===== config.mk =====
export PLATFORM = sky130hd
export DESIGN_NAME = text_bitmap_pixel_sequencer
export DESIGN_NICKNAME = d
export VERILOG_FILES = /design/src/hdl/tbps_pkg.sv /design/src/hdl/tbps_core.sv /design/src/hdl/text_bitmap_pixel_sequencer.sv
export SDC_FILE = /design/constraint.sdc
export NUM_CORES = 1
export LEC_CHECK = 0
export ABC_AREA = 1
export BUFFER_PORTS_ARGS = -buffer_cell sky130_fd_sc_hd__buf_2
export CORE_MARGIN = 1.5
export CORE_UTILIZATION = 52
export CTS_BUF_LIST = sky130_fd_sc_hd__clkbuf_4 sky130_fd_sc_hd__clkbuf_8 sky130_fd_sc_hd__clkbuf_16
export DETAILED_ROUTE_END_ITERATION = 8
export PLACE_DENSITY_LB_ADDON = 0.12
export SYNTH_ARGS = -nofsm -noshare
export SYNTH_HDL_FRONTEND = slang
export SYNTH_SLANG_ARGS = --single-unit

===== constraint.sdc =====
create_clock -name clk -period 2.2 [get_ports clk]
set_clock_uncertainty 0.15 [all_clocks]
set_input_delay 0 -clock clk [delete_from_list [all_inputs] [get_ports clk]]
set_output_delay 0 -clock clk [all_outputs]
set_load 0.05 [all_outputs]

===== src/hdl/tbps_pkg.sv =====
// Shared types and constants for the text/bitmap pixel sequencer.
`default_nettype none

package tbps_pkg;

  // Stream word widths (whole bytes)
  localparam int InWordW  = 32;
  localparam int OutWordW = 8;
  localparam int ItemW    = 29;

  localparam int NumBg    = 4;
  localparam int NumPal   = 4;
  localparam int CfgIdxW  = 2;

  localparam logic [3:0] BitsFull = 4'd8;

  typedef logic [3:0] color_t;

  // Graphics mode bits: ECM, BMM, MCM from high to low
  typedef enum logic [2:0] {
    MODE_TEXT       = 3'd0,
    MODE_MC_TEXT    = 3'd1,
    MODE_BITMAP     = 3'd2,
    MODE_MC_BITMAP  = 3'd3,
    MODE_ECM        = 3'd4,
    MODE_ECM_MC     = 3'd5,
    MODE_ECM_BMM    = 3'd6,
    MODE_ECM_BMM_MC = 3'd7
  } mode_t;

  // One input pixel, last-declared field in the lowest bits
  typedef struct packed {
    logic [7:0] fetched_char;
    color_t     fetched_color;
    logic [7:0] fetched_pixels;
    logic       clear_mc_flop;
    logic       update_colors;
    logic       shift_enable;
    logic       load_now;
    logic       mcm_now;
    mode_t      graphics_mode;
    logic       vertical_border;
  } pix_in_t;

  // One output pixel
  typedef struct packed {
    logic   is_foreground;
    color_t pixel_color;
  } pix_out_t;

  // Background register write
  typedef struct packed {
    logic               we;
    logic [CfgIdxW-1:0] index;
    color_t             data;
  } cfg_wr_t;

endpackage

`default_nettype wire


===== src/hdl/tbps_core.sv =====
// Sequencer state, palette selection and per-pixel color generation.
`default_nettype none

module tbps_core (
  input  wire logic              clk,
  input  wire logic              rst,
  input  wire tbps_pkg::cfg_wr_t cfg,
  input  wire logic              step,
  input  wire tbps_pkg::pix_in_t pix,
  output tbps_pkg::pix_out_t     res
);
  import tbps_pkg::*;

  // Background registers and sequencer state
  color_t     bg_color [NumBg];
  color_t     palette [NumPal];
  logic [7:0] shift_data;
  logic [7:0] latched_char;
  color_t     latched_color;
  logic       mc_flop;
  logic [1:0] color_index;
  logic [3:0] bits_left;

  color_t     palette_next [NumPal];
  logic [7:0] shift_data_next;
  logic [7:0] latched_char_next;
  color_t     latched_color_next;
  logic       mc_flop_next;
  logic [1:0] color_index_next;
  logic [3:0] bits_left_next;

  logic       load;
  logic       refill;
  logic [7:0] sd;
  logic       mc_cur;
  logic [3:0] bl;
  logic [1:0] ci_hold;
  logic       mc_char;
  logic       mc_disp;
  logic       mc_gen;
  logic       fg;

  // Background register writes
  always_ff @(posedge clk) begin
    if (rst) begin
      for (int i = 0; i < NumBg; i++) bg_color[i] <= '0;
    end else if (cfg.we) begin
      bg_color[cfg.index] <= cfg.data;
    end
  end

  // Load, color select, palette fill and draw for one pixel
  always_comb begin
    load   = pix.load_now && pix.shift_enable;
    refill = pix.update_colors || load;

    sd                 = load ? pix.fetched_pixels : shift_data;
    latched_color_next = load ? pix.fetched_color  : latched_color;
    latched_char_next  = load ? pix.fetched_char   : latched_char;
    mc_cur             = load ? 1'b1 : (pix.clear_mc_flop ? 1'b0 : mc_flop);
    bl                 = load ? BitsFull : bits_left;
    ci_hold            = (bl == 4'd0) ? 2'd0 : color_index;

    mc_char = pix.graphics_mode[1] || latched_color_next[3];
    mc_disp = pix.graphics_mode[0] && mc_char;
    mc_gen  = pix.mcm_now && mc_char;

    // color selector
    if (mc_gen) begin
      if (mc_cur) begin
        color_index_next = mc_disp ? sd[7:6] : {1'b0, sd[7]};
      end else begin
        color_index_next = ci_hold;
      end
    end else begin
      color_index_next = mc_disp ? {sd[7], 1'b0} : {1'b0, sd[7]};
    end

    // palette reload by mode
    for (int i = 0; i < NumPal; i++) palette_next[i] = palette[i];
    if (refill) begin
      unique case (pix.graphics_mode)
        MODE_TEXT: begin
          palette_next[0] = bg_color[0];
          palette_next[1] = latched_color_next;
        end
        MODE_MC_TEXT: begin
          palette_next[0] = bg_color[0];
          if (latched_color_next[3]) begin
            palette_next[1] = bg_color[1];
            palette_next[2] = bg_color[2];
            palette_next[3] = {1'b0, latched_color_next[2:0]};
          end else begin
            palette_next[1] = latched_color_next;
          end
        end
        MODE_BITMAP: begin
          palette_next[0] = latched_char_next[3:0];
          palette_next[1] = latched_char_next[7:4];
        end
        MODE_MC_BITMAP: begin
          palette_next[0] = bg_color[0];
          palette_next[1] = latched_char_next[7:4];
          palette_next[2] = latched_char_next[3:0];
          palette_next[3] = latched_color_next;
        end
        MODE_ECM: begin
          palette_next[0] = bg_color[latched_char_next[7:6]];
          palette_next[1] = latched_color_next;
        end
        MODE_ECM_MC, MODE_ECM_BMM, MODE_ECM_BMM_MC: begin
          for (int i = 0; i < NumPal; i++) palette_next[i] = '0;
        end
      endcase
    end

    fg = mc_disp ? color_index_next[1] : (color_index_next != 2'd0);

    // end-of-pixel advance
    shift_data_next = {sd[6:0], 1'b0};
    mc_flop_next    = ~mc_cur;
    bits_left_next  = (bl == 4'd0) ? 4'd0 : bl - 4'd1;

    // border pixels show entry 0 and leave the state alone
    if (pix.vertical_border) begin
      res.pixel_color   = palette[0];
      res.is_foreground = 1'b0;
    end else begin
      res.pixel_color   = palette_next[color_index_next];
      res.is_foreground = fg;
    end
  end

  // State update, once per processed non-border pixel
  always_ff @(posedge clk) begin
    if (rst) begin
      for (int i = 0; i < NumPal; i++) palette[i] <= '0;
      shift_data    <= '0;
      latched_char  <= '0;
      latched_color <= '0;
      mc_flop       <= 1'b0;
      color_index   <= '0;
      bits_left     <= '0;
    end else if (step && !pix.vertical_border) begin
      for (int i = 0; i < NumPal; i++) palette[i] <= palette_next[i];
      shift_data    <= shift_data_next;
      latched_char  <= latched_char_next;
      latched_color <= latched_color_next;
      mc_flop       <= mc_flop_next;
      color_index   <= color_index_next;
      bits_left     <= bits_left_next;
    end
  end

endmodule

`default_nettype wire


===== src/hdl/text_bitmap_pixel_sequencer.sv =====
// An accepted word moves from the input register through the core to the result register
// when the output is free. Throughput: one pixel word per clock unless the output stalls;
// a stalled output holds one word, the input register holds one more, then s_tready drops.
// Rate is set by the combinational path from the input register through the sequencer core.
// Reset (rst, synchronous): empties both registers, clears background registers,
// palette and all sequencer state to zero.
`default_nettype none

module text_bitmap_pixel_sequencer (
  input  wire logic                                clk,
  input  wire logic                                rst,
  // slave: vertical_border[0], graphics_mode[3:1], mcm_now[4], load_now[5],
  // shift_enable[6], update_colors[7], clear_mc_flop[8], fetched_pixels[16:9],
  // fetched_color[20:17], fetched_char[28:21], zeros[31:29]
  input  wire logic                                s_tvalid,
  output logic                                     s_tready,
  input  wire logic [tbps_pkg::InWordW-1:0]        s_tdata,
  // master: pixel_color[3:0], is_foreground[4], zeros[7:5]
  output logic                                     m_tvalid,
  input  wire logic                                m_tready,
  output logic [tbps_pkg::OutWordW-1:0]            m_tdata,
  // background register writes
  input  wire logic                                cfg_we,
  input  wire logic [tbps_pkg::CfgIdxW-1:0]        cfg_index,
  input  wire tbps_pkg::color_t                    cfg_data
);
  import tbps_pkg::*;

  logic     in_valid;
  pix_in_t  in_item;
  logic     out_valid;
  pix_out_t out_item;
  pix_out_t res;
  logic     advance;
  cfg_wr_t  cfg;

  assign advance  = in_valid && (!out_valid || m_tready);
  assign s_tready = !in_valid || advance;
  assign cfg      = '{we: cfg_we, index: cfg_index, data: cfg_data};

  // Input register
  always_ff @(posedge clk) begin
    if (rst) begin
      in_valid <= 1'b0;
    end else if (s_tready) begin
      in_valid <= s_tvalid;
    end
  end

  always_ff @(posedge clk) begin
    if (s_tvalid && s_tready) begin
      in_item <= pix_in_t'(s_tdata[ItemW-1:0]);
    end
  end

  tbps_core u_core (
    .clk  (clk),
    .rst  (rst),
    .cfg  (cfg),
    .step (advance),
    .pix  (in_item),
    .res  (res)
  );

  // Result register
  always_ff @(posedge clk) begin
    if (rst) begin
      out_valid <= 1'b0;
    end else if (advance) begin
      out_valid <= 1'b1;
    end else if (m_tready) begin
      out_valid <= 1'b0;
    end
  end

  always_ff @(posedge clk) begin
    if (advance) begin
      out_item <= res;
    end
  end

  assign m_tvalid = out_valid;
  assign m_tdata  = {{(OutWordW - $bits(pix_out_t)){1'b0}}, out_item};

endmodule

`default_nettype wire


# After elaboration in Yosys (flattened, before gate mapping)
# Memory sizes are Yosys's and may differ from the RTL's.
# Cells that the tools add are included.
# totals
mem_count	2
wordCells	95
in_bits	43
mem_bits_rw	32
ff_bits	62
output_inout_bits	10
# classes
n_addsub	1
magnitude_cmp	1
n_reduce_logical	19
mux	39
n_bitwise	6
n_eq_ne	7
# mem_list
memory	depth	width	read_ports	rd_ports_with_merged_regs	wr	line_no	source
u_core.bg_color	4	4	4	0	4	tbps_core.sv:15	color_t bg_color [NumBg];
u_core.palette	4	4	4	0	4	tbps_core.sv:16	color_t palette [NumPal];
# op_table
op	n
4-bit two-way mux	12
8-bit one-hot mux with 6 select lines	1
8-bit two-way mux	3
8-bit one-hot mux with 3 select lines	1
16-bit two-way mux	1
1-bit two-way mux	14
3-bit equality test (second input constant)	4
2-bit two-way mux	6
4-bit binary-select mux with 2-bit select	1
3-bit by 2-bit equality test with 1-bit output (second input constant)	2
1-bit logical AND	6
4-bit zero test	1
1-bit logical OR	4
1-bit OR	4
2-bit nonzero test	2
4-bit OR reduction	1
4-bit by 1-bit subtractor with 4-bit output (second input constant)	1
3-bit by 1-bit equality test with 1-bit output (second input constant)	1
3-bit >= comparator (second input constant)	1
1-bit zero test	3
3-bit zero test	1
2-bit inverter with 3-bit output	1
3-bit OR reduction	1
1-bit inverter	1

# Depth between registers and ports, before layout
# logic_depth
depth_word	12
ltp_mapped	15
mapped_depth_nobuf	14

# By module
# A second synthesis with hierarchy kept.
# hier_totals
cells_unflattened	531
hier_area_um2	4556.9
# by_module_without_submodules
mod	area_per_inst_um2	n_inst	cells_per_inst
tbps_core	3418.3	1	481
text_bitmap_pixel_sequencer	1138.6	1	50

# Worst setup path before layout
# OpenSTA, ideal clock, no wires.
# synth_path
kind	register -> register
from	register out_valid, in the netlist m_tvalid
to	memory u_core.palette[0][0] (netlist name), enable pin
arrival_ps	1758
setup_slack_ps	-94
path_stages_with_launch	5
t_required_ps	1663
synth_period_minus_slack_ps	2294
path_buffers	1
path_cell_list	dfxtp_1 nand2_1 nand2_1 o21ai_1 clkbuf_1
# synth_lines
item	line_no	source
from (decl)	text_bitmap_pixel_sequencer.sv:31	logic out_valid;
from (signal assigned)	text_bitmap_pixel_sequencer.sv:68	out_valid <= 1'b0;
from (signal assigned)	text_bitmap_pixel_sequencer.sv:70	out_valid <= 1'b1;
from (signal assigned)	text_bitmap_pixel_sequencer.sv:72	out_valid <= 1'b0;
to (decl)	tbps_core.sv:16	

# Worst setup path after layout
# layout_path
from	register in_item[6] (netlist name)
to	register out_item (netlist bit m_tdata[4]), data pin
# layout_between
elab_chain_len	9
elab_cells_between_ends	16
# layout_rtl
item	line_no	source
from (decl)	text_bitmap_pixel_sequencer.sv:30	pix_in_t in_item;
from (signal assigned)	text_bitmap_pixel_sequencer.sv:52	in_item <= pix_in_t'(s_tdata[ItemW-1:0]);
1-bit logical AND (*)	tbps_core.sv:54	load = pix.load_now && pix.shift_enable;
4-bit two-way mux	tbps_core.sv:58	latched_color_next = load ? pix.fetched_color : latched_color;
1-bit logical OR	tbps_core.sv:64	mc_char = pix.graphics_mode[1] || latched_color_next[3];
1-bit logical AND	tbps_core.sv:65	mc_disp = pix.graphics_mode[0] && mc_char;
2-bit two-way mux	tbps_core.sv:71	color_index_next = mc_disp ? sd[7:6] : {1'b0, sd[7]};
2-bit two-way mux	tbps_core.sv:70	if (mc_cur) begin
2-bit two-way mux	tbps_core.sv:69	if (mc_gen) begin
2-bit nonzero test	tbps_core.sv:117	fg = mc_disp ? color_index_next[1] : (color_index_next != 2'd0);
1-bit two-way mux (*)	tbps_core.sv:117	
to (signal assigned)	text_bitmap_pixel_sequencer.sv:78	out_item <= res;
to (decl)	text_bitmap_pixel_sequencer.sv:32	pix_out_t out_item;
# Every way passes the cells marked *; elsewhere a longest branch is shown, timed or not.
# A chain may end at the register's enable or synchronous reset.

==> qor.yml <==
global_routing:
  groute.layer.met3.usage_pct: 3.71
  overflow: 0
  grtUsageMet2_pct: 40.4
  grt_usage_pct: 23.9
  grt_pass1_wl_mm: 16.6
  grt_pass1_vias: 3627
  grtUsageMet1_pct: 30.7
  grt_max_degree: 43
  antenna_found_initial: 0
  grt-busiest-layer: "met2"
finish:
  drive_above_1_share_pct: 23.2
  postLayoutCoreUtil_pct: 71.4
  final_cell_mix: "nand2_1 (121), inv_1 (87), edfxtp_1 (66)"
  area_delta_synth_final_pct: 31.8
  final_nets: 684
  final_common_cell: "nand2_1"
  num_antenna_cells: 0
placement:
  place_hpwl_mm: 6.90
  finalWeightedCongestion: 0.933
  dp_slack_ns: 0.0115
  port-buffer-count: 46
power_and_ir_drop:
  powerDensity_mw_per_mm2: 637
  leakagePower_nw: 2.58
  finalPower_mw: 3.75
  peakVddDrop_v: 0.000391
routing:
  wire_per_inst_um: 14.1
  detail_route.first_pass.iterations: 5
  ant_nets: 0
  drt-vias-per-instance: 5.12
  drt-initial-drc-count: 215
  drc_errors: 0
  num_vias: 3843
  wl_mm: 10.6
setup_path:
  r2r_end: "m_tdata[4]"
  start_kind: "register"
  crit_path_top_delay_cell: "edfxtp_1"
  critical_path_class: "register to register"
  reg2reg_slack_ns: 0.006
  max_stage_delay_ns: 0.44
  crit_fanout: 7
  crit_arrival_ns: 2.24
  worstSetupEndpointType: "register"
  cp_data_required_time_ns: 2.24
  rr_worst_depth: 9
  crit_chain: "nand2_4, clkinvlp_4, buf_4, o21ai_4, nand2_2, o21ai_4, buf_4, inv_1, a21oi_1"
  r2r-start: "in_item[6]"
yosys:
  ys_types: 32
  synth_flop_cell: "edfxtp_1"
  syn_inst: 523
  netlist_area_mm2: 0.00447
  synth-seq-cells: 94
  synth_edf_count: 66
  synth_area_per_cell_um2: 8.55
  async_reset_ff_share_pct: 0
  yosysWarnings: 0
  ys_seq_area_share_pct: 56.9
sta:
  clock.fmax_mhz: 456
  tightestPinTransition_ns: 0.644
  rsz0062_at_grt: "yes"
  hold_viol: 0
  finalCritPeriodShare_pct: 99.7
  slew_viol_final: 0
  slew_headroom_pct: 56.7
  setup_viol: 0
  fin_ws_ns: 0.00623
  finalSetupTns_ns: 0
  period_needed_ns: 2.19
die:
  die_x_um: 95.7
  die_h_um: 95.7
  num_rows: 33
  initial_utilization_pct: 54.2
  coreArea_mm2: 0.00826
  die_area_mm2: 0.00917
  ios: 53
min_path:
  min_to: "u_core.bg_color[3][0]"
  hold_path.class: "input port to register"
  min_path_cells: 3
  min_from: "cfg_we"
cts:
  clkTransAtPathRegs_ns: 0.10
  ctsLongestPathBuffers: 2
  cts_inserted_buffers: 9
  insertion_delay_ns: 0.36
  cts_sinks: 94
  cts_root_buf: "clkbuf_8"
  cts_tree: "done"
  htreeDepth: 3
run_status:
  status: "completed"
flow_run:
  maxCapViolCount: 0
-- per-stage QoR --
step | cells | hold slack, ns | instance area, um^2
global route | 751 | 0.0326 | 5890
detailed placement | 676 | 0.0283 | 4890
finish | 751 | 0.0271 | 5890
global placement | 676 | 0.0259 | 4890
CTS | 734 | 0.0222 | 5510
floorplan | 525 | -0.0809 | 4490
-- per-layer routing --
layer | wire (um) | vias to the layer above
li1 | - | 1939
met1 | 4600 | 1778
met2 | 5220 | 108
met3 | 509 | 18
met4 | 252 | 0
met5 | 0 | -
-- layout make-up --
class / instances / area, um^2
flip-flops and latches: 94 / 2540
fillers: 657 / 2360
clock buffers: 11 / 156
multi-input cells: 324 / 1710
repair inverters: 1 / 7.51
well taps: 105 / 131
inverters: 93 / 355
clock inverters: 5 / 46.3
repair buffers: 118 / 948
-- worst max-delay path: cells and delay by family (launching register included) --
family	cells	cell delay [ns]
AOI/OAI and AO/OA	3	0.59
and+or+nand+nor	2	0.29
buffers and inverters	4	0.56
DFF	1	0.44
-- cells by family after synthesis --
family                 after synthesis  share of synthesized area, %
and+or+nand+nor                    247                          23.3
other                                1                        0.0839
AOI/OAI and AO/OA                   73                          10.0
DFF                                 94                          56.9
buffers and inverters              108                          9.79
-- Yosys cell counts (all sizes together) (2+ instances only) --
library cell | count | area [um^2]
o22ai | 24 | 150
o31ai | 2 | 15.0
inv | 92 | 345
or2 | 7 | 43.8
o21ai | 26 | 141
dfxtp | 28 | 561
a22oi | 4 | 30.0
buf | 8 | 62.6
edfxtp | 66 | 1980
nand2 | 145 | 567
o21a | 3 | 22.5
nand3 | 46 | 235
a21oi | 7 | 35.0
clkbuf | 7 | 26.3
nor2 | 42 | 158
a21boi | 3 | 22.5
nor3 | 6 | 30.0
-- power breakdown --
group	internal, mW	total (mW)	switching [mW]
clock network	0.518	1.16	0.642
registers	1.99	2.03	0.0415
logic	0.229	0.566	0.336
-- state kept, by name, indices dropped and copies added, names as in the netlist, 2 cells and up --
signal and count:
u_core.latched_char 8, u_core.latched_color 4, m_tdata 5, u_core.bits_left 4
u_core.palette 16, u_core.shift_data 7, in_item 29, u_core.color_index 2
u_core.bg_color 16
-- timing repair --
item | 4_1_cts | 5_1_grt
gates resized for setup | 0 | 65
setup endpoints to repair | 0 | 5
buffers inserted | 0 | 14
hold endpoints to repair | 47 | 0
hold buffers | 42 | 0
-- how the worst max path moves through the flow --
stage / startpoint / to / cells past startpoint
3_3_place_gp: in_item[5] / m_tdata[2] / 10
6_report: in_item[6] / m_tdata[4] / 9
4_1_cts: in_item[5] / m_tdata[0] / 15
2_1_floorplan: m_tvalid / in_item[0] / 3
3_5_place_dp: in_item[5] / m_tdata[0] / 15
5_1_grt: in_item[5] / m_tdata[0] / 13
(Power assumes the default switching activity.)
